## src/rtl/core/mr90_pkg.sv

```systemverilog
// Package for the matrix rotation unit: shared types, field widths and codes.
// No dependencies; every other file of the block imports it.
`timescale 1ns / 1ps

package mr90_pkg;

    // Fixed field widths of the transaction payload and the dimension registers
    localparam int WORD_W     = 32;
    localparam int OUT_IDX_W  = 6;
    localparam int CFG_DIM_W  = 7;

    // Default geometry of the on-chip store
    localparam int MAX_DIM_DEFAULT = 64;

    // Configuration port
    localparam int PADDR_W = 4;
    localparam int PDATA_W = 32;

    // Front-to-back queue
    localparam int QUEUE_DEPTH = 2;

    typedef enum logic
    {
        FUNC_LOAD  = 1'b0,
        FUNC_FETCH = 1'b1
    } func_t;

    typedef enum logic [1:0]
    {
        REG_NUM_ROWS  = 2'd0,
        REG_NUM_COLS  = 2'd1,
        REG_DIRECTION = 2'd2
    } reg_idx_t;

    typedef struct packed
    {
        func_t                     func;
        logic signed [WORD_W-1:0]  element_in;
    } mr90_in_t;

    typedef struct packed
    {
        logic signed [WORD_W-1:0]  element_out;
        logic [OUT_IDX_W-1:0]      out_row;
        logic [OUT_IDX_W-1:0]      out_col;
        logic                      last_of_matrix;
    } mr90_out_t;

    // Classified operation handed from front to back (address travels beside it)
    typedef struct packed
    {
        func_t                 op;
        logic [WORD_W-1:0]     data;
        logic [OUT_IDX_W-1:0]  row;
        logic [OUT_IDX_W-1:0]  col;
        logic                  last;
    } mr90_op_t;

endpackage

```

## src/rtl/core/mr90_front.sv

```systemverilog
// Front end of the matrix rotation unit: accept transactions, track load and
// fetch positions, and form store addresses. Depends on mr90_pkg.
`timescale 1ns / 1ps

module mr90_front
    import mr90_pkg::*;
#(
    parameter int MAX_DIM = MAX_DIM_DEFAULT,
    parameter int CW      = $clog2(MAX_DIM),
    parameter int DIM_W   = $clog2(MAX_DIM + 1),
    parameter int AW      = $clog2(MAX_DIM * MAX_DIM)
)
(
    input  logic             clk,
    input  logic             rst_n,
    input  logic             start,
    input  mr90_in_t         cmd,
    input  logic             full,
    input  logic [DIM_W-1:0] rows,
    input  logic [DIM_W-1:0] cols,
    input  logic             dir,
    input  logic             clear,
    output logic             push,
    output mr90_op_t         push_op,
    output logic [AW-1:0]    push_addr
);

    logic [CW-1:0] load_row_reg, load_row_next;
    logic [CW-1:0] load_col_reg, load_col_next;
    logic [CW-1:0] emit_row_reg, emit_row_next;
    logic [CW-1:0] emit_col_reg, emit_col_next;

    logic [DIM_W-1:0] load_col_inc, load_row_inc;
    logic [DIM_W-1:0] emit_col_inc, emit_row_inc;
    logic [DIM_W-1:0] src_row_w, src_col_w;
    logic [CW-1:0]    src_row, src_col;
    logic [CW-1:0]    addr_row, addr_col;
    logic             load_row_end, load_col_end;
    logic             emit_row_end, emit_col_end;
    logic             is_fetch;

    assign push     = start && !full;
    assign is_fetch = (cmd.func == FUNC_FETCH);

    assign load_col_inc = DIM_W'(load_col_reg) + DIM_W'(1);
    assign load_row_inc = DIM_W'(load_row_reg) + DIM_W'(1);
    assign emit_col_inc = DIM_W'(emit_col_reg) + DIM_W'(1);
    assign emit_row_inc = DIM_W'(emit_row_reg) + DIM_W'(1);

    assign load_col_end = (load_col_inc == cols);
    assign load_row_end = (load_row_inc == rows);
    // rotated matrix is cols x rows: emit_row walks cols, emit_col walks rows
    assign emit_col_end = (emit_col_inc == rows);
    assign emit_row_end = (emit_row_inc == cols);

    // Source position in the input matrix for the next rotated element
    assign src_row_w = dir ? DIM_W'(emit_col_reg) : rows - emit_col_inc;
    assign src_col_w = dir ? cols - emit_row_inc : DIM_W'(emit_row_reg);
    assign src_row   = CW'(src_row_w);
    assign src_col   = CW'(src_col_w);

    assign addr_row  = is_fetch ? src_row : load_row_reg;
    assign addr_col  = is_fetch ? src_col : load_col_reg;
    assign push_addr = AW'(addr_row) * AW'(MAX_DIM) + AW'(addr_col);

    always_comb
    begin
        push_op.op   = cmd.func;
        push_op.data = cmd.element_in;
        push_op.row  = OUT_IDX_W'(emit_row_reg);
        push_op.col  = OUT_IDX_W'(emit_col_reg);
        push_op.last = emit_row_end && emit_col_end;
    end

    always_comb
    begin
        load_row_next = load_row_reg;
        load_col_next = load_col_reg;
        emit_row_next = emit_row_reg;
        emit_col_next = emit_col_reg;
        priority if (clear)
        begin
            load_row_next = '0;
            load_col_next = '0;
            emit_row_next = '0;
            emit_col_next = '0;
        end
        else if (push && !is_fetch)
        begin
            if (load_col_end)
            begin
                load_col_next = '0;
                load_row_next = load_row_end ? '0 : CW'(load_row_inc);
            end
            else
            begin
                load_col_next = CW'(load_col_inc);
            end
        end
        else if (push && is_fetch)
        begin
            if (emit_row_end && emit_col_end)
            begin
                // last element: wrap every position for the next matrix
                load_row_next = '0;
                load_col_next = '0;
                emit_row_next = '0;
                emit_col_next = '0;
            end
            else if (emit_col_end)
            begin
                emit_col_next = '0;
                emit_row_next = CW'(emit_row_inc);
            end
            else
            begin
                emit_col_next = CW'(emit_col_inc);
            end
        end
        else
        begin
            // no transaction: hold every position
        end
    end

    always_ff @(posedge clk or negedge rst_n)
    begin
        if (!rst_n)
        begin
            load_row_reg <= '0;
            load_col_reg <= '0;
            emit_row_reg <= '0;
            emit_col_reg <= '0;
        end
        else
        begin
            load_row_reg <= load_row_next;
            load_col_reg <= load_col_next;
            emit_row_reg <= emit_row_next;
            emit_col_reg <= emit_col_next;
        end
    end

    a_load_in_range: assert property (@(posedge clk) disable iff (!rst_n)
        (DIM_W'(load_row_reg) < rows) && (DIM_W'(load_col_reg) < cols))
        else $error("load position outside matrix");

    a_emit_in_range: assert property (@(posedge clk) disable iff (!rst_n)
        (DIM_W'(emit_row_reg) < cols) && (DIM_W'(emit_col_reg) < rows))
        else $error("fetch position outside rotated matrix");

    a_clear_zeroes: assert property (@(posedge clk) disable iff (!rst_n)
        clear |=> (load_row_reg == '0) && (load_col_reg == '0)
                  && (emit_row_reg == '0) && (emit_col_reg == '0))
        else $error("dimension write did not clear positions");

endmodule

```

## config.mk

```make
export PLATFORM = sky130hd
export DESIGN_NAME = mr90_front
export DESIGN_NICKNAME = d
export VERILOG_FILES = /design/src/rtl/core/mr90_pkg.sv /design/src/rtl/core/mr90_front.sv
export SDC_FILE = /design/constraint.sdc
export NUM_CORES = 1
export LEC_CHECK = 0
export BUFFER_PORTS_ARGS = -buffer_cell sky130_fd_sc_hd__buf_2
export CORE_MARGIN = 2
export CORE_UTILIZATION = 40
export DETAILED_ROUTE_END_ITERATION = 10
export HOLD_SLACK_MARGIN = 0.05
export PLACE_DENSITY = 0.69
export SYNTH_ARGS = -nofsm -noshare
export SYNTH_HDL_FRONTEND = slang
export SYNTH_SLANG_ARGS = --single-unit
export TNS_END_PERCENT = 100
```

## constraint.sdc

```tcl
create_clock -name clk -period 4.5 [get_ports clk]
set_input_delay 0.45 -clock clk [delete_from_list [all_inputs] [get_ports clk]]
set_output_delay 0.45 -clock clk [all_outputs]
set_load 0.02 [all_outputs]
```

# After elaboration in Yosys (flattened, before gate mapping)
# Index checks and enable logic that the tools add are counted.
[totals] out_inout_bits=59 word_cells=54 input_bits=53 ff_bits=24
[op_classes] eq_ne=6 n_mux=23 n_addsub=7 n_reduce_logical=14
[ops] cell="$mux W6" n=23
[ops] cell="$add A6 B1 Y7 const B" n=4
[ops] cell="$eq A7 B7 Y1" n=4
[ops] cell="$add A12 B6 Y12" n=1
[ops] cell="$sub A6 B6 Y6" n=2
[ops] cell="$reduce_bool A3 Y1" n=3
[ops] cell="$reduce_and A3 Y1" n=2
[ops] cell="$logic_and A1 B1 Y1" n=4
[ops] cell="$reduce_and A2 Y1" n=2
[ops] cell="$ne A3 B3 Y1 const B" n=1
[ops] cell="$logic_not A1 Y1" n=2
[ops] cell="$ne A2 B2 Y1 const B" n=1
[ops] cell="$reduce_bool A2 Y1" n=1

# Logic depth before layout (Yosys ltp)
# Gate-level depths: netlist (run 1).
[depth] ltp_word=7 mapped_depth=11 ltp_nobuf=11

# Worst setup path before layout (run 1)
# Ideal clock, no wire load.
[synth_timing] kind="reg-to-output" from="register emit_col_reg[0]" to="output port push_addr[11]" t_required_ns=4.050 stages_incl_launch_ff=11 path_slack_ns=1.365 path_buffers=0 t_arrival_ns=2.685 path_cell_list="dfrtp_1 > ha_1 > inv_1 > ha_1 > nor2b_1 > o21a_1 > o21ai_0 > a21oi_1 > or3b_2 > xor2_1 > a21oi_1"
[synth_via] elab_chain_len=5
[synth_lines] element="from (decl)" line_no="mr90_front.sv:31" text="logic [CW-1:0] emit_col_reg, emit_col_next;"
[synth_lines] element="from (signal assigned)" line_no="mr90_front.sv:140" text="emit_col_reg <= emit_col_next;"
[synth_lines] element="$add A6 B1 Y7" line_no="mr90_front.sv:47" text="assign emit_col_inc = DIM_W'(emit_col_reg) + DIM_W'(1);"
[synth_lines] element="$sub A6 B6 Y6" line_no="mr90_front.sv:57" text="assign src_row_w = dir ? DIM_W'(emit_col_reg) : rows - emit_col_inc;"
[synth_lines] element="$mux W6 (*)" line_no="mr90_front.sv:57"
[synth_lines] element="$mux W6 (*)" line_no="mr90_front.sv:62" text="assign addr_row = is_fetch ? src_row : load_row_reg;"
[synth_lines] element="$add A12 B6 Y12 (*)" line_no="mr90_front.sv:64" text="assign push_addr = AW'(addr_row) * AW'(MAX_DIM) + AW'(addr_col);"
[synth_lines] element="to (decl)" line_no="mr90_front.sv:25" text="output logic [AW-1:0] push_addr"
# Mark *: on every way between the ends. The rest lies on a longest branch, timed or not.

# Worst setup path after layout (run 1)
# Ends and elaborated chain as after synthesis.

==> reports/qor.csv, run 1 <==
stage,metric,value,unit
worst_setup_path,CP Max Fanout,8,
clocking,Post-CTS Setup Bufs,0,
synthesis,Avg Inst Size Synth,8.071,um2
synthesis,post-synth net total,402,
worst_setup_path,worst r2r src,emit_row_reg[1],
detailed_routing,remaining antenna violation count,0,
synthesis,area share of the largest cell type after synthesis,22.35,%
grt,grt ovf,0,
clocking,post-CTS sizing,0,
clocking,H-Tree Depth,1,
worst_setup_path,"Max stage delay cell, worst path",dfrtp_1,
sta,period utilization,75.03,%
run,max-cap violation count,0,
worst_setup_path,R2R cell count,11,
synthesis,Seq cells post-synth,24,
die,Die X,85.97,um
outcome,status,finished clean,
clocking,TritonCTS buffer count,3,
sta,RSZ-0062 raised after global routing,false,
die,DIE HEIGHT,85.97,um
synthesis,ys async rst share,100.0,%
finish,share of layout cells above drive strength 1,22.06,%
worst_setup_path,critical path class,reg -> out,
clocking,hold buffer count at CTS,0,
power,total power,505.1,uW
detailed_routing,total number of vias,2271,
finish,synthesis-to-finish area growth,2.560,%
worst_setup_path,"Largest stage delay, worst path",0.46,ns
synthesis,Synth area leaders,"dfrtp_1 22%, buf_4 9.2%, ha_1 6.5%",
finish,final net count,410,
die,row count,29,
sta,final hold violation count,0,
power,Peak VDD IR,0.09572,mV
power,power per cell area,183.2,nW/um2
grt,vias in the first global route,2152,
clocking,CTS tree,yes,
clocking,CTS Root Cell,clkbuf_8,
place,Post-DP HPWL,5022,um
place,PortBufs,47,
finish,Final Non-Filler Cells,417,
worst_setup_path,reg2reg setup slack,1.44,ns
detailed_routing,Vias/cell,5.446,
synthesis,number of synthesis warnings,0,
synthesis,Synth Cell Area,2688,um2
detailed_routing,initial DRC count,101,
die,core footprint,6422,um2
sta,Max Fclk,0.2962,GHz
sta,Setup Skew,0.001228,ns
detailed_routing,routed wire length,6207,um
power,leak pwr,1.224,nW
worst_setup_path,worst path bufs/invs,2,
finish,antenna cells,0,
worst_hold_path,HP Class,in -> async,
worst_setup_path,"delay-heaviest family, CP",compound AO/OA/AOI/OAI gates,
worst_setup_path,Crit. path cell count,11,
worst_setup_path,CP Capture Type,output port,
finish,Filler cells,649,
synthesis,register area share after synthesis,22.35,%
sta,Max-slew headroom,62.33,%
clocking,maximum buffer depth of the clock tree,2,
die,die area,7391,um2
die,# IOs,112,
clocking,CTS Sinks,24,
sta,final slew viol count,0,
synthesis,Post-Syn Instances,333,
detailed_routing,DR WL/cell,14.88,um
die,starting density of the core,41.85,%
sta,setup TNS,0,ns
sta,endpoints failing setup,0,
synthesis,Most used DFF post-synth,dfrtp_1,
sta,Final min period,3.376,ns
sta,Worst Tran Pin Value,0.5650,ns
grt,antenna violations before repair,0,
detailed_routing,Post-route DRC,0,
worst_setup_path,Crit path required time,4.05,ns
clocking,latest clock arrival within the worst-skew pair,0.27,ns
place,gpl congestion,0.9016,
worst_setup_path,critical path cell sequence,ha_1 > inv_1 > ha_1 > nor2b_1 > o21a_1 > o21ai_0 > a21oi_1 > or3b_2 > xor2_1 > a21oi_1 > buf_2,
grt,GRT Overall Usage,17.01,%
grt,first-pass GRT wire length,10120,um
worst_setup_path,crit start category,flip-flop,
synthesis,post-synthesis cell type count,56,
synthesis,"area leader, netlist",dfrtp_1,
place,placed cells,413,
detailed_routing,TritonRoute pass-1 iters,4,
worst_setup_path,Worst Path Arrival,2.93,ns
clocking,clk slew on worst S/H paths,0.09,ns
synthesis,Post-synth EDFFs,0,
worst_setup_path,worst r2r dst,load_row_reg[5],
grt,largest net degree at the start of global routing,30,
report_power, final:
group          total, mW  switching [mW]  internal (mW)
combinational      0.134          0.0810         0.0528
clock              0.150          0.0717         0.0781
sequential         0.221         0.00384          0.218
worst reg2reg max path: cells and delay by family, from the launching register on:
kind / cells / cell delay, ns
XOR/XNOR: 1 / 0.17
flip-flops: 1 / 0.43
AO/OA/AOI/OAI: 1 / 0.12
adder cells (fa/ha/maj): 2 / 0.62
AND/OR/NAND/NOR: 7 / 1.65
final cells by class:
| cell class | instances | area (um2) | area share (%) |
|---|---|---|---|
| multi-input combinational | 248 | 1705 | 61.87 |
| sequential | 24 | 600.6 | 21.79 |
| timing repair buffer | 47 | 235.2 | 8.534 |
| tap | 77 | 96.34 | 3.495 |
| inverter | 17 | 63.81 | 2.315 |
| clock buffer | 4 | 55.05 | 1.997 |
synthesized netlist by cell type (all sizes together) (2+ instances only):
cell type / n
o21ai: 23
o21a: 3
a211o: 3
nand3: 20
or2: 2
nor2b: 2
xnor2: 20
mux2: 3
nor4: 3
inv: 17
fa: 2
nand4: 3
o22ai: 3
nand2b: 2
ha: 14
mux2i: 7
and2: 3
nand2: 30
nor2: 29
nor3: 4
a21o: 3
and4: 3
and3: 2
clkbuf: 7
or3: 5
dfrtp: 24
a21oi: 27
xor2: 14
a31oi: 6
a22o: 2
buf: 37
logic make-up after synthesis:
kind of cell	after synthesis	share of synthesized area [%]
AOI/OAI and AO/OA	76	18.44
adders and majority gates	16	8.008
muxes	10	3.864
xor gates and xnor gates	34	11.08
DFF	24	22.35
buffers and inverters	61	14.20
and+or+nand+nor	112	22.07
per-layer routing:
layer,track usage [%],part of all wire (%)
met5,0,0
met4,8.081,2.5
met3,2.695,5.3
met2,26.57,46
met1,22.87,46
how the worst max path moves through the flow:
stage | from | end | slack, ns
final | emit_col_reg[0] | push_addr[11] | 1.12
after global routing | emit_col_reg[0] | push_addr[11] | 0.89
after CTS | emit_col_reg[0] | push_addr[11] | 1.12
after detailed placement | emit_col_reg[0] | push_addr[11] | 1.43
after global placement | emit_col_reg[0] | push_addr[11] | 1.47
after floorplan | emit_col_reg[0] | push_addr[11] | 1.37
per-stage QoR:
stage	utilization (%)	hold WS (ns)	instance area (um2)	setup slack [ns]
5_1_grt	42.92	0.1980	2756	0.8861
6_report	42.92	0.1595	2756	1.124
4_1_cts	42.92	0.1797	2756	1.116
3_5_place_dp	42.06	0.4803	2701	1.431
3_3_place_gp	42.06	0.4846	2701	1.472
2_1_floorplan	-	0.1544	2688	1.365
placed cells by master (no fill, tap or decap), types with 2 or more instances in the layout:
master,count
and4_2,2
clkbuf_8,4
nand4_1,3
o21a_1,2
ha_1,14
or3_1,2
buf_2,47
nand2_2,2
fa_1,2
or2_2,2
xor2_1,14
a211o_1,2
nand3_1,19
mux2i_1,7
dfrtp_1,24
o22ai_1,3
nor2b_1,2
a21o_1,3
nor4_4,2
nor3_1,4
a22o_1,2
o21ai_0,23
nand2_1,28
a21oi_1,26
mux2_2,3
xnor2_1,20
and3_1,2
a31oi_1,6
or3_2,2
nor2_1,29
inv_1,17
and2_2,2
nand2b_1,2
Power figures use the tool's default switching activity.
==> run 2: changes to the inputs <==
- clock period: 4.5 -> 3.3 ns (I/O delays scaled with it)
==> run 2 against run 1 <==
Non-clock buffer count increased by 1. Core utilization grew 0.62 points. Final area grew 1.5%. Clock power grew 38%. Worst hold slack lost 0.12 ns. Setup slack worse by 0.98 ns. Sequential share of layout area shrank 0.18 points. Combinational power rose by 40%. First-iteration DRC count down 2.0%. Critical endpoint unchanged. Largest cell class unchanged.
==> reports/qor.csv, run 2 (same netlist as run 1, synthesis figures left out) <==
stage,metric,value,unit,change
clocking,maximum buffer depth of the clock tree,2,,unchanged
finish,Register Area,604.3,um2,was 600.6 um2
clocking,clk slew on worst S/H paths,0.09,ns,about the same
clocking,CTS Sinks,24,,unchanged
detailed_routing,Vias/cell,5.478,,was 5.446
detailed_routing,DR WL/cell,15.22,um,was 14.88 um
grt,largest net degree at the start of global routing,30,,unchanged
die,starting density of the core,41.85,%,unchanged
finish,final net count,411,,was 410
sta,Max Fclk,0.3164,GHz,
sta,RSZ-0062 raised after global routing,false,,unchanged
sta,Setup Skew,0.002853,ns,was 0.001228 ns
worst_setup_path,worst r2r dst,load_row_reg[5],,unchanged
sta,Worst Tran Pin Value,0.5539,ns,was 0.5650 ns
finish,Filler cells,632,,was 649
power,power per cell area,249.1,nW/um2,was 183.2 nW/um2
finish,Multi-input gate area,1732,um2,was 1705 um2
grt,antenna violations before repair,0,,unchanged
finish,antenna cells,0,,unchanged
finish,synthesis-to-finish area growth,4.050,%,was 2.560%
die,Die X,85.97,um,unchanged
grt,GRT Overall Usage,17.12,%,was 17.01%
detailed_routing,remaining antenna violation count,0,,unchanged
sta,setup TNS,0,ns,unchanged
worst_setup_path,critical path class,reg -> out,,unchanged
worst_setup_path,Worst Path Arrival,2.83,ns,was 2.93 ns
detailed_routing,initial DRC count,99,,was 101
detailed_routing,routed wire length,6362,um,was 6207 um
sta,endpoints failing setup,0,,unchanged
detailed_routing,total number of vias,2290,,was 2271
worst_setup_path,reg2reg setup slack,0.27,ns,was 1.44 ns
clocking,CTS Root Cell,clkbuf_8,,unchanged
sta,Fin Hold WS,0.04132,ns,was 0.1595 ns
grt,first-pass GRT wire length,10330,um,was 10120 um
clocking,TritonCTS buffer count,3,,unchanged
detailed_routing,Post-route DRC,0,,unchanged
place,Post-DP HPWL,5062,um,was 5022 um
sta,period utilization,95.77,%,
grt,grt ovf,0,,unchanged
run,max-cap violation count,0,,unchanged
place,pre-CTS setup slack,0.2545,ns,was 1.431 ns
grt,vias in the first global route,2125,,was 2152
worst_setup_path,CP Max Fanout,6,,was 8
outcome,status,finished clean,,unchanged
worst_setup_path,crit start category,flip-flop,,unchanged
die,die area,7391,um2,unchanged
clocking,hold buffer count at CTS,0,,unchanged
finish,share of layout cells above drive strength 1,24.34,%,was 22.06%
die,core footprint,6422,um2,unchanged
worst_setup_path,worst r2r src,emit_row_reg[1],,unchanged
worst_setup_path,R2R cell count,11,,unchanged
worst_setup_path,Crit path required time,2.97,ns,was 4.05 ns
worst_setup_path,CP Capture Type,output port,,unchanged
sta,post-route setup slack,0.1397,ns,was 1.124 ns
power,leak pwr,1.224,nW,about the same
clocking,H-Tree Depth,1,,unchanged
worst_setup_path,Worst Setup SP,emit_col_reg[1],,was emit_col_reg[0]
die,# IOs,112,,unchanged
power,total power,696.5,uW,was 505.1 uW
sta,final hold violation count,0,,unchanged
finish,"most common cell after layout, fill and taps aside",buf_2,,unchanged
power,Peak VDD IR,0.1336,mV,was 0.09572 mV
worst_hold_path,HP Class,in -> async,,unchanged
sta,Max-slew headroom,63.07,%,was 62.33%
place,PortBufs,47,,unchanged
finish,most frequent cells in the layout,"46 x buf_2, 29 x nor2_1, 28 x nand2_1",,"was 47 x buf_2, 29 x nor2_1, 28 x nand2_1"
sta,final slew viol count,0,,unchanged
sta,Final min period,3.160,ns,
die,DIE HEIGHT,85.97,um,unchanged
detailed_routing,TritonRoute pass-1 iters,4,,unchanged
clocking,latest clock arrival within the worst-skew pair,0.27,ns,about the same
place,gpl congestion,0.9390,,was 0.9016
die,row count,29,,unchanged
clocking,CTS tree,yes,,unchanged
-- run 2: cell count changes in the layout (fill, tap and decap cells not counted), moves of 2 or more --
cell,previous run,this run
ha_1,14,12
buf_4,0,2
dfrtp_1,24,21
dfrtp_2,0,3
-- run 2: worst max path at each step --
stage                                to  slack, ns  cells past startpoint
after floorplan           push_addr[11]       0.29                     10
after global placement    push_addr[11]       0.33                     10
after detailed placement  push_addr[11]       0.25                     10
after CTS                 push_addr[11]       0.02                     11
after global routing         push_op[0]     0.0006                      9
final                     push_addr[11]       0.14                     11
-- run 2: worst max-delay path, stage by stage, from the launching register on --
cell and delay (ns):
dfrtp_2 0.46, ha_2 0.33, inv_1 0.08, ha_4 0.23
nor2b_1 0.13, o21a_1 0.19, o21ai_2 0.14, a21oi_1 0.08
or3b_2 0.45, xor2_1 0.15, a21oi_1 0.16, buf_4 0.17
-- run 2: repair_timing --
item,in CTS,in global routing
buffers inserted,0,1
resized for setup,3,6
pin swaps,0,1
setup endpoints to repair,1,2
-- run 2: power by group --
group | switching (mW) | internal, mW
Sequential | 0.00525 | 0.297
Clock | 0.100 | 0.107
Combinational | 0.113 | 0.0748
Total | 0.218 | 0.478
-- run 2: per-stage QoR --
| stage | utilization (%) | cells | instance area, um2 |
|---|---|---|---|
| final | 43.54 | 418 | 2796 |
| after global routing | 43.54 | 418 | 2796 |
| after CTS | 43.05 | 417 | 2765 |
| after detailed placement | 42.06 | 413 | 2701 |
| after global placement | 42.06 | 413 | 2701 |
| after floorplan | - | 333 | 2688 |
-- run 2: layer usage --
metal / wire length (um) / GRT usage [%]
met5: 0 / 0
met4: 34 / 3.608
met3: 332 / 1.732
met2: 3069 / 28.26
met1: 2927 / 24.22
-- run 2: final cells by class --
type                    instances  share of cell area, %
flip-flops and latches         24                  21.61
clock buffers                   4                  1.969
inverters                      17                  2.282
multi-input cells             248                  61.92
repair buffers                 48                  8.770
well taps                      77                  3.445
