<file path="config.mk">
export PLATFORM = sky130hd
export DESIGN_NAME = mr90_queue
export DESIGN_NICKNAME = d
export VERILOG_FILES = /design/src/rtl/core/mr90_pkg.sv /design/src/rtl/core/mr90_queue.sv
export SDC_FILE = /design/constraint.sdc
export NUM_CORES = 1
export LEC_CHECK = 0
export ABC_AREA = 1
export CAP_MARGIN = 20
export CORE_MARGIN = 5
export CORE_UTILIZATION = 32
export CTS_CLUSTER_DIAMETER = 50
export DETAILED_ROUTE_END_ITERATION = 10
export DONT_BUFFER_PORTS = 1
export PLACE_DENSITY = 0.45
export SLEW_MARGIN = 20
export SYNTH_ARGS = -nofsm -noshare
export SYNTH_HDL_FRONTEND = slang
export SYNTH_SLANG_ARGS = --single-unit
</file>
<file path="constraint.sdc">
create_clock -name clk -period 4.69 [get_ports clk]
set_input_delay 0.469 -clock clk [delete_from_list [all_inputs] [get_ports clk]]
set_output_delay 0.469 -clock clk [all_outputs]
set_load 0.05 [all_outputs]
</file>
<file path="src/rtl/core/mr90_pkg.sv">
// Package for the matrix rotation unit: shared types, field widths and codes.
// No dependencies; every other file of the block imports it.
`timescale 1ns / 1ps

package mr90_pkg;

    // Fixed field widths of the transaction payload and the dimension registers
    localparam int WORD_W     = 32;
    localparam int OUT_IDX_W  = 6;
    localparam int CFG_DIM_W  = 7;

    // Default geometry of the on-chip store
    localparam int MAX_DIM_DEFAULT = 64;

    // Configuration port
    localparam int PADDR_W = 4;
    localparam int PDATA_W = 32;

    // Front-to-back queue
    localparam int QUEUE_DEPTH = 2;

    typedef enum logic
    {
        FUNC_LOAD  = 1'b0,
        FUNC_FETCH = 1'b1
    } func_t;

    typedef enum logic [1:0]
    {
        REG_NUM_ROWS  = 2'd0,
        REG_NUM_COLS  = 2'd1,
        REG_DIRECTION = 2'd2
    } reg_idx_t;

    typedef struct packed
    {
        func_t                     func;
        logic signed [WORD_W-1:0]  element_in;
    } mr90_in_t;

    typedef struct packed
    {
        logic signed [WORD_W-1:0]  element_out;
        logic [OUT_IDX_W-1:0]      out_row;
        logic [OUT_IDX_W-1:0]      out_col;
        logic                      last_of_matrix;
    } mr90_out_t;

    // Classified operation handed from front to back (address travels beside it)
    typedef struct packed
    {
        func_t                 op;
        logic [WORD_W-1:0]     data;
        logic [OUT_IDX_W-1:0]  row;
        logic [OUT_IDX_W-1:0]  col;
        logic                  last;
    } mr90_op_t;

endpackage

</file>
<file path="src/rtl/core/mr90_queue.sv">
// Short FIFO between front and back of the matrix rotation unit; holds
// classified operations and their store addresses. Depends on mr90_pkg.
`timescale 1ns / 1ps

module mr90_queue
    import mr90_pkg::*;
#(
    parameter int AW = 12
)
(
    input  logic          clk,
    input  logic          rst_n,
    input  logic          push,
    input  mr90_op_t      push_op,
    input  logic [AW-1:0] push_addr,
    input  logic          pop,
    output logic          full,
    output logic          valid,
    output mr90_op_t      head_op,
    output logic [AW-1:0] head_addr
);

    localparam int PW = (QUEUE_DEPTH > 1) ? $clog2(QUEUE_DEPTH) : 1;
    localparam int NW = $clog2(QUEUE_DEPTH + 1);

    mr90_op_t      op_q_reg   [QUEUE_DEPTH];
    logic [AW-1:0] addr_q_reg [QUEUE_DEPTH];

    logic [PW-1:0] wr_ptr_reg, wr_ptr_next;
    logic [PW-1:0] rd_ptr_reg, rd_ptr_next;
    logic [NW-1:0] count_reg,  count_next;

    assign full      = (count_reg == NW'(QUEUE_DEPTH));
    assign valid     = (count_reg != '0);
    assign head_op   = op_q_reg[rd_ptr_reg];
    assign head_addr = addr_q_reg[rd_ptr_reg];

    always_comb
    begin
        wr_ptr_next = wr_ptr_reg;
        rd_ptr_next = rd_ptr_reg;
        count_next  = count_reg;
        if (push)
        begin
            wr_ptr_next = (wr_ptr_reg == PW'(QUEUE_DEPTH - 1)) ? '0 : wr_ptr_reg + PW'(1);
        end
        if (pop)
        begin
            rd_ptr_next = (rd_ptr_reg == PW'(QUEUE_DEPTH - 1)) ? '0 : rd_ptr_reg + PW'(1);
        end
        if (push && !pop)
        begin
            count_next = count_reg + NW'(1);
        end
        else if (pop && !push)
        begin
            count_next = count_reg - NW'(1);
        end
    end

    always_ff @(posedge clk)
    begin
        if (push)
        begin
            op_q_reg[wr_ptr_reg]   <= push_op;
            addr_q_reg[wr_ptr_reg] <= push_addr;
        end
    end

    always_ff @(posedge clk or negedge rst_n)
    begin
        if (!rst_n)
        begin
            wr_ptr_reg <= '0;
            rd_ptr_reg <= '0;
            count_reg  <= '0;
        end
        else
        begin
            wr_ptr_reg <= wr_ptr_next;
            rd_ptr_reg <= rd_ptr_next;
            count_reg  <= count_next;
        end
    end

    a_no_overflow: assert property (@(posedge clk) disable iff (!rst_n)
        push |-> (!full || pop))
        else $error("push into full queue");

    a_no_underflow: assert property (@(posedge clk) disable iff (!rst_n)
        (count_reg == '0) |-> !pop)
        else $error("pop from empty queue");

endmodule

</file>
; Word level (Yosys, flattened, before mapping)
; Memory sizes are Yosys's and may differ from the RTL's.
; Cells that the tools add are included.
[word_totals]
register_bits = 4
mem_bits_rw = 116
input_bits = 62
out_inout_bits = 60
word_cells = 22
n_memories = 2
[op_classes]
add_sub_neg = 4
n_eq_ne = 1
mux = 6
n_reduce_logical = 6
[mem_list]
columns = memory, depth, width, read_ports, rd_ports_with_merged_regs, wr, line_no
row1 = op_q_reg, 2, 46, 1, 0, 1, mr90_queue.sv:26  ; mr90_op_t op_q_reg [QUEUE_DEPTH];
row2 = addr_q_reg, 2, 12, 1, 0, 1, mr90_queue.sv:27  ; logic [AW-1:0] addr_q_reg [QUEUE_DEPTH];
[op_table]
columns = op, count
row1 = $mux W1, 4
row2 = $mux W2, 2
row3 = $reduce_bool A2 Y1, 2
row4 = $add A1 B1 Y1 const B, 2
row5 = $add A2 B1 Y2 const B, 1
row6 = $eq A2 B2 Y1 const B, 1
row7 = $logic_and A1 B1 Y1, 2
row8 = $logic_not A1 Y1, 2
row9 = $sub A2 B1 Y2 const B, 1

; Depth between registers and ports, before layout
; Gate-level depths: netlist of run 1.
[depth]
ltp_word = 4
mapped_depth = 7
mapped_depth_nobuf = 7

; Worst setup path after synthesis of run 1
; Ideal clock, no wire load.
[synth_path]
path_type = input-to-reg
start = input push
end = memory addr_q_reg[0][0] (enable)
setup_time_ns = 0.475
arrival_time_ns = 2.943
t_required_ns = 4.215
slack_ns = 1.272
path_stages = 2
path_buffers = 0
path_cell_list = inv_1 -> nor2_1
[synth_via]
elab_chain_len = 2
[synth_lines]
columns = element, line_no
row1 = from (decl), mr90_queue.sv:13  ; input logic push,
row2 = $mux W1, mr90_queue.sv:63  ; if (push)
row3 = $mux W1 (implied by the code), mr90_queue.sv:66  ; addr_q_reg[wr_ptr_reg] <= push_addr;
row4 = to (decl), mr90_queue.sv:27
; Every way passes these cells.

==> out/metrics.cfg, run 1 <==
[yosys]
seq_area_frac_synth = 0.807
netlist_instances = 206
syn_avg_cell_area_um2 = 21.5
synth_xor_area_frac = 0.00592
synth_top_area_frac = 0.785
synth_mux_area_frac = 0.156
synth_top_family_by_area = multiplexers
synth_area_mm2 = 0.00444
syn_nets = 269
synth_seq_cells = 120
synth_cell_type_count = 15
synthAdderAreaFrac = 0.00282
synth_compound_area_frac = 0
synth_top_cell_by_area = edfxtp_1
ys_top_cells_by_area = edfxtp_1 (78%), mux2_2 (12%), mux2_4 (3.4%), dfrtp_1 (2.3%), inv_1 (0.59%)
yosysWarnings = 0
synth_simple_gate_area_share = 0.00930

[timing]
tightest_slew_ns = 0.963
drv_slew = 0
fin_hold_ws_ns = 0.147
finalCritPeriodShare = 0.610
slew_headroom = 0.358
finalSetupViolCount = 0
min_period_ns = 2.86
fin_setup_tns_ns = 0
hold_viol = 0
rsz0062_at_grt = false
finClkSkew_ns = 0.00767
max_freq_ghz = 0.349

[detailed_routing]
ant_nets = 0
wl_per_cell_um = 18.8
vias = 1853
avgViaCountPerCell = 4.45
wirelength_um = 7830
drtIter0Drc = 98
drc_errors = 0
drtPass1Iterations = 4

[cells_and_area]
fin_nets = 286
area_growth_syn_to_layout_pct = 19.8
layout_common_cells = edfxtp_1 (116), mux2_2 (48), clkbuf_16 (17), mux2_4 (10)
largest_reg_flops = 92
seqCellArea_mm2 = 0.00358
final_cells = 416
antenna_cells = 0
nFillCells = 1264
final_layout_size_suffix_gt1_frac = 0.390
design_area_mm2 = 0.00532
final_common_cell = edfxtp_1
multiInputGateArea_um2 = 778

[global_route]
grt_util_met1 = 0.0976
grtUsageMet2 = 0.161
grt_pass1_vias = 2134
grt_pass1_wl_um = 11800
grt-busiest-layer = met2
track_usage = 0.100
grt_max_degree = 39
grt_use_met3 = 0.0663
overflow = 0
antenna_found_initial = 0

[critical_path]
end_kind = output pin
critPathKind = flop to output pin
crit_fanout = 38
critPathLaunchType = flop
worstPathArrival_ns = 2.39
required_ns = 4.22

[pwr]
power_density_mw_per_mm2 = 810
p_total_mw = 4.31
pwr-share-comb = 0.318
irDropWorstVdd_mv = 0.418
swShare = 0.371
p_clk_frac = 0.323
pwr-share-seq = 0.359
leakagePower_nw = 1.82
netSwitchingPower_mw = 1.60
intPower_mw = 2.71

[cts]
tritoncts = built
insertion_delay_ns = 0.40
cts_sinks = 120
postCtsSetupRepairBufs = 0
root_buffer = clkbuf_16
post_cts_resize_count = 0
cts.reportedPaths.clkPinSlew_ns = 0.05
htreeDepth = 4
cts_buffers = 17
cts_buffer_depth = 2

[floorplan]
core-area_mm2 = 0.0137
dieWidth_um = 128
die_h_um = 128
io_pins = 122
row_count = 43
start_util = 0.323
die-area_mm2 = 0.0163

[place]
dp_hpwl_um = 5120
dpl.cell_count = 383
io_buffers = 0
gp_congestion = 0.625
placed_area_mm2 = 0.00466

[worst_hold_path]
hold_class = input port to flop

[run]
maxCapViolCount = 0

[run_status]
outcome = completed

## metrics by stage
| stage | utilization | worst slack [ns] |
|---|---|---|
| floorplan | - | 1.27 |
| global placement | 0.338 | 2.17 |
| detailed placement | 0.340 | 2.17 |
| CTS | 0.388 | 1.73 |
| global route | 0.388 | 1.67 |
| finish | 0.388 | 1.83 |
## synthesized netlist by cell type
library cell	instances
nand2_1	6
mux2_2	48
edfxtp_1	116
buf_8	1
xnor2_1	1
nand4_1	1
mux2_4	10
nor2_1	2
buf_2	4
nand3_1	1
buf_6	2
ha_1	1
xor2_1	2
inv_1	7
dfrtp_1	4
## logic make-up (layout without fill, tap and decap cells)
| logic type | Yosys count | in the layout |
|---|---|---|
| xor+xnor | 3 | 3 |
| fa+ha+maj | 1 | 1 |
| buf+inv | 14 | 44 |
| flops | 120 | 120 |
| mux | 58 | 58 |
| simple gates | 10 | 10 |
## worst paths after layout
kind | from | to | slack, ns | cells after the start
max in group asynchronous | rst_n | rd_ptr_reg | 4.15 | 1
max reg2reg | wr_ptr_reg | op_q_reg[0][23] | 2.79 | 3
min in group asynchronous | rst_n | count_reg[0] | 0.35 | 1
max | rd_ptr_reg | head_op[42] | 1.83 | 2
min | pop | rd_ptr_reg | 0.15 | 1
min reg2reg | count_reg[1] | count_reg[1] | 0.48 | 2
## power groups by stage
stage | Sequential (mW) | Clock [mW] | Combinational, mW
after CTS | 1.55 | 1.43 | 1.40
after global placement | 1.57 | 0 | 1.38
final | 1.55 | 1.39 | 1.37
after detailed placement | 1.58 | 0 | 1.39
after global routing | 1.57 | 1.49 | 1.43
after floorplan | 1.49 | 0 | 1.33
## what timing repair did
action,CTS,global route
hold buffers,1,0
endpoints found under the setup margin,0,0
hold endpoints to repair,4,0
## layout make-up
type | count | share of cell area
clock buffers | 24 | 0.0887
clock inverters | 8 | 0.0322
inverters | 7 | 0.00494
multi-input cells | 72 | 0.146
flip-flops and latches | 120 | 0.674
well taps | 180 | 0.0424
repair buffers | 5 | 0.0113
## worst max-delay path: stages, from the launching register on
cell and delay (ns):
dfrtp_2 1.00, buf_4 0.47, mux2_2 0.51
## metal layers
layer / wire length (um) / part of all wire / vias to the layer above
li1: - / - / 838
met1: 2840 / 0.36 / 919
met2: 3830 / 0.49 / 82
met3: 984 / 0.13 / 14
met4: 175 / 0.022 / 0
met5: 0 / 0 / -
(Power assumes the default switching activity.)
==> run 2, diff against run 1 <==
--- a/config.mk
+++ b/config.mk
@@ -5,14 +5,14 @@
 export SDC_FILE = /design/constraint.sdc
 export NUM_CORES = 1
 export LEC_CHECK = 0
-export ABC_AREA = 1
+export ABC_AREA = 0
 export CAP_MARGIN = 20
 export CORE_MARGIN = 5
 export CORE_UTILIZATION = 32
 export CTS_CLUSTER_DIAMETER = 50
 export DETAILED_ROUTE_END_ITERATION = 10
 export DONT_BUFFER_PORTS = 1
-export PLACE_DENSITY = 0.45
+export PLACE_DENSITY = 0.46
 export SLEW_MARGIN = 20
 export SYNTH_ARGS = -nofsm -noshare
 export SYNTH_HDL_FRONTEND = slang
==> constraint.sdc (replaced) <==
create_clock -name clk -period 2.4 [get_ports clk]
set_input_delay 0.24 -clock clk [delete_from_list [all_inputs] [get_ports clk]]
set_output_delay 0.24 -clock clk [all_outputs]
set_load 0.05 [all_outputs]
==> run 2 against run 1 <==
Critical endpoint is now head_op[36]. Register-to-register slack worse by 1.9 ns. Combinational power up 110%. Hold slack worse by 0.060 ns. Worst setup slack worse by 1.4 ns. Routed wire length down 0.10%. Highest routed layer unchanged. First-iteration DRC count down 42%.
==> out/metrics.cfg, run 2 <==
[run_status]
outcome = completed

[timing]
min_period_ns = 1.98
finalSetupViolCount = 0
fin_hold_ws_ns = 0.0862
slew_headroom = 0.636
hold_viol = 0
finClkSkew_ns = 0.00592
rsz0062_at_grt = false
max_freq_ghz = 0.505
drv_slew = 0
finalCritPeriodShare = 0.824
fin_setup_tns_ns = 0
tightest_slew_ns = 0.546

[cells_and_area]
seqCellArea_mm2 = 0.00358
design_area_mm2 = 0.00588
multiInputGateArea_um2 = 785
nFillCells = 1226
final_common_cell = edfxtp_1
final_layout_size_suffix_gt1_frac = 0.325
fin_nets = 340
largest_reg_flops = 92
area_growth_syn_to_layout_pct = 32.9
layout_common_cells = edfxtp_1 (116), dlygate4sd3_1 (61), mux2_2 (48), clkbuf_16 (17), mux2_4 (10)
antenna_cells = 0

[critical_path]
crit_fanout = 36
max_stage_delay_ns = 0.53
worstPathArrival_ns = 1.74
critPathKind = flop to output pin
crit_family = multiplexers
critPathLaunchType = flop
critPathBufInv = 1
path_cells = buf_4, mux2_2
critPathSlowestCell = mux2_2
end_kind = output pin
required_ns = 2.16

[yosys]
netlist_instances = 197
synth_area_mm2 = 0.00442
synth_top_family_by_area = multiplexers
yosysWarnings = 0
synth_xor_area_frac = 0.00991
ys_top_cells_by_area = edfxtp_1 (79%), mux2_2 (12%), mux2_4 (3.4%), dfrtp_1 (2.3%), xor2_1 (0.79%)
synth_top_cell_by_area = edfxtp_1
yosysMostFrequentCell = edfxtp_1
synthAdderAreaFrac = 0.00283
synthFlopType = edfxtp_1
synth_mux_area_frac = 0.156
synth_seq_cells = 120
synth_top_area_frac = 0.788
synth_compound_area_frac = 0
seq_area_frac_synth = 0.811
synth_cell_type_count = 15
syn_nets = 260
syn_avg_cell_area_um2 = 22.4
synth_simple_gate_area_share = 0.00651
async_flop_share = 0.0333
synth_commonest_cells = edfxtp_1 (116), mux2_2 (48), mux2_4 (10)
synth-edff-count = 116

[cts]
postCtsSetupRepairBufs = 0
post_cts_resize_count = 0
cts_buffers = 17
hold_buffers = 61
htreeDepth = 4
cts.reportedPaths.clkPinSlew_ns = 0.05
cts_sinks = 120
cts_buffer_depth = 2
tritoncts = built
insertion_delay_ns = 0.40
root_buffer = clkbuf_16

[global_route]
grt_max_degree = 40
track_usage = 0.101
antenna_found_initial = 0
grt-busiest-layer = met2
overflow = 0
grt_util_met1 = 0.110
grt_use_met3 = 0.0594
grt_pass1_vias = 2219
grt_pass1_wl_um = 11900
grtUsageMet2 = 0.157

[detailed_routing]
drc_errors = 0
ant_nets = 0
wl_per_cell_um = 16.7
drtPass1Iterations = 4
vias = 2050
wirelength_um = 7820
avgViaCountPerCell = 4.37
drtIter0Drc = 57

[pwr]
pwr-share-seq = 0.347
intPower_mw = 5.21
pwr-share-comb = 0.352
p_clk_frac = 0.301
swShare = 0.374
leakagePower_nw = 2.04
power_density_mw_per_mm2 = 1420
netSwitchingPower_mw = 3.12
irDropWorstVdd_mv = 0.505

[worst_hold_path]
hold_class = input port to flop

[floorplan]
row_count = 43
core-area_mm2 = 0.0137
die-area_mm2 = 0.0163
io_pins = 122
dieWidth_um = 128
die_h_um = 128
start_util = 0.322

[place]
dp_hpwl_um = 4760
io_buffers = 0
placed_area_mm2 = 0.00468
gp_congestion = 0.667

[run]
maxCapViolCount = 0

-- run 2: changes by cell type after synthesis, sizes merged --
cell,before,now
inv,7,1
nand2,6,0
nor2b,0,2
xor2,2,4
and2,0,1
nand3,1,0
nand4,1,0
nor2,2,1
or2,0,1
-- run 2: worst paths after layout --
path / startpoint / end / slack (ns) / cells past startpoint
min in group asynchronous: rst_n / wr_ptr_reg / 0.11 / 1
worst min-delay path: push / count_reg[0] / 0.09 / 2
max in group asynchronous: rst_n / rd_ptr_reg / 2.09 / 1
worst max-delay path: rd_ptr_reg / head_op[36] / 0.42 / 2
worst max register to register: wr_ptr_reg / op_q_reg[1][41] / 0.90 / 2
worst min register to register: count_reg[1] / count_reg[1] / 0.49 / 1
-- run 2: layout make-up --
cell class              count  area share
repair buffers             68       0.117
inverters                   1    0.000639
multi-input cells          69       0.133
clock inverters            12      0.0268
clock buffers              19      0.0737
well taps                 180      0.0383
flip-flops and latches    120       0.610
-- run 2: cell families (layout without fill, tap and decap cells) --
kind of cell               count (synthesis)  count (layout)
adders and majority gates                  1               1
and+or+nand+nor                            5               5
muxes                                     58              58
buffers and inverters                      8             100
xor gates and xnor gates                   5               5
DFF                                      120             120
-- run 2: power by group through the flow --
stage / logic [mW] / registers, mW / clock network, mW
3_3_place_gp: 2.90 / 2.92 / 0
2_1_floorplan: 2.60 / 2.92 / 0
5_1_grt: 3.06 / 2.92 / 2.71
6_report: 2.93 / 2.89 / 2.51
4_1_cts: 2.99 / 2.89 / 2.60
3_5_place_dp: 2.90 / 2.93 / 0
-- run 2: through the flow --
stage	setup WS, ns	power (mW)	utilization	std cells
3_5_place_dp	0.791	5.83	0.341	377
3_3_place_gp	0.824	5.82	0.341	377
5_1_grt	0.311	8.70	0.428	469
6_report	0.422	8.33	0.428	469
2_1_floorplan	0.0553	5.51	-	197
4_1_cts	0.349	8.49	0.428	469
-- run 2: metal layers --
metal	share of wire	up-vias
li1	-	936
met1	0.40	1022
met2	0.50	83
met3	0.093	9
met4	0.015	0
met5	0	-
==> run 3, diff against run 2 <==
--- a/config.mk
+++ b/config.mk
@@ -5,14 +5,14 @@
 export SDC_FILE = /design/constraint.sdc
 export NUM_CORES = 1
 export LEC_CHECK = 0
-export ABC_AREA = 0
+export ABC_AREA = 1
 export CAP_MARGIN = 20
 export CORE_MARGIN = 5
 export CORE_UTILIZATION = 32
 export CTS_CLUSTER_DIAMETER = 50
 export DETAILED_ROUTE_END_ITERATION = 10
 export DONT_BUFFER_PORTS = 1
-export PLACE_DENSITY = 0.46
+export PLACE_DENSITY = 0.45
 export SLEW_MARGIN = 20
 export SYNTH_ARGS = -nofsm -noshare
 export SYNTH_HDL_FRONTEND = slang
==> constraint.sdc (replaced) <==
create_clock -name clk -period 1.9 [get_ports clk]
set_input_delay 0.19 -clock clk [delete_from_list [all_inputs] [get_ports clk]]
set_output_delay 0.19 -clock clk [all_outputs]
set_load 0.05 [all_outputs]
==> run 3 against run 2 <==
Total power is 28% higher. Largest power group unchanged. Register-to-register slack worse by 0.33 ns. Cell area is 1.2% higher. Sequential power is 26% higher. Highest routed layer is now met5. Die area is 0.36% higher. Combinational power is 29% higher. Via count is 1.8% higher.
==> out/metrics.cfg, run 3 (same netlist as run 1, synthesis figures left out) <==
[detailed_routing]
wirelength_um = 8100
drtPass1Iterations = 6
wl_per_cell_um = 16.9
avgViaCountPerCell = 4.35
vias = 2087
drc_errors = 0
drtIter0Drc = 50
ant_nets = 0

[worst_hold_path]
hold_class = input port to flop
worstHoldPathCells = 2

[global_route]
grt_pass1_vias = 2307
overflow = 0
grt_pass1_wl_um = 12400
track_usage = 0.104
antenna_found_initial = 1
grt_max_degree = 41

[cts]
cts_buffer_depth = 2
cts_sinks = 120
cts.reportedPaths.clkPinSlew_ns = 0.05
htreeDepth = 4
tritoncts = built
insertion_delay_ns = 0.40
postCtsSetupRepairBufs = 0
root_buffer = clkbuf_16
post_cts_resize_count = 0
hold_buffers = 61
cts_buffers = 17

[timing]
drv_slew = 0
finalCritPeriodShare = 0.926
finalSetupViolCount = 0
min_period_ns = 1.76
fin_hold_ws_ns = 0.0442
max_freq_ghz = 0.568
fin_setup_tns_ns = 0
finClkSkew_ns = 0.00507
hold_viol = 0
slew_headroom = 0.675
tightest_slew_ns = 0.486
finalWorstSetupSlack_ns = 0.140
rsz0062_at_grt = false

[critical_path]
required_ns = 1.71
critPathLaunchType = flop
rrSetupSlack_ns = 0.57
worstReg2RegStart = wr_ptr_reg
critPathKind = flop to output pin
end_kind = output pin
r2r_cells = 2
endpoint = head_addr[0]
crit_fanout = 40
critPathLaunch = rd_ptr_reg
worstPathArrival_ns = 1.57
r2r_end = op_q_reg[0][38]

[floorplan]
die-area_mm2 = 0.0163
io_pins = 122
start_util = 0.323
dieWidth_um = 128
row_count = 43
die_h_um = 128
core-area_mm2 = 0.0137

[cells_and_area]
final_layout_size_suffix_gt1_frac = 0.313
layout_common_cells = edfxtp_1 (116), dlygate4sd3_1 (61), mux2_2 (48), clkbuf_16 (17), mux2_4 (10)
fin_nets = 350
area_growth_syn_to_layout_pct = 34.0
fin_util = 0.433
final_common_cell = edfxtp_1
final_cells = 480
largest_reg_flops = 92
antenna_cells = 0

[place]
place_ws_ns = 0.529
gp_congestion = 0.680
dpl.cell_count = 387
dp_hpwl_um = 5240
io_buffers = 0

[pwr]
leakagePower_nw = 2.08
power_density_mw_per_mm2 = 1790
irDropWorstVdd_mv = 0.944

[run_status]
outcome = completed

[run]
maxCapViolCount = 0

-- run 3: area by class of cell --
| cell class | instances | area (um2) |
|---|---|---|
| Clock buffer | 21 | 440 |
| Clock inverter | 11 | 154 |
| Fill cell | 1233 | 7770 |
| Inverter | 7 | 30.0 |
| Multi-Input combinational cell | 72 | 778 |
| Sequential cell | 120 | 3580 |
| Tap cell | 180 | 225 |
| Timing Repair Buffer | 69 | 733 |
-- run 3: how the worst min path moves through the flow --
stage | startpoint | to | slack (ns)
finish | push | count_reg[0] | 0.04
detailed placement | rst_n | wr_ptr_reg | -0.11
floorplan | rst_n | count_reg[0] | -0.11
global route | push | count_reg[0] | 0.04
global placement | rst_n | wr_ptr_reg | -0.11
CTS | push | count_reg[0] | 0.02
-- run 3: worst max-delay path: stages, from the launching register on --
cell and delay (ns):
dfrtp_2 0.38, buf_12 0.24, mux2_2 0.51
-- run 3: metrics by stage --
| step | power (mW) | cell area [um2] |
|---|---|---|
| finish | 10.6 | 5950 |
| global route | 11.1 | 5950 |
| CTS | 10.8 | 5950 |
| detailed placement | 7.45 | 4740 |
| global placement | 7.43 | 4740 |
| floorplan | 6.96 | 4450 |
-- run 3: layer usage --
layer,vias up,track usage,routed length [um]
li1,962,-,-
met1,1026,0.117,3460
met2,85,0.159,3820
met3,12,0.0546,660
met4,2,0.0562,153
met5,-,0,7
-- run 3: power by group --
group          total (mW)  internal, mW  switching [mW]
clock network        3.21          2.17            1.04
registers            3.65          3.52           0.134
logic                3.78         0.960            2.82
total                10.6          6.65            4.00
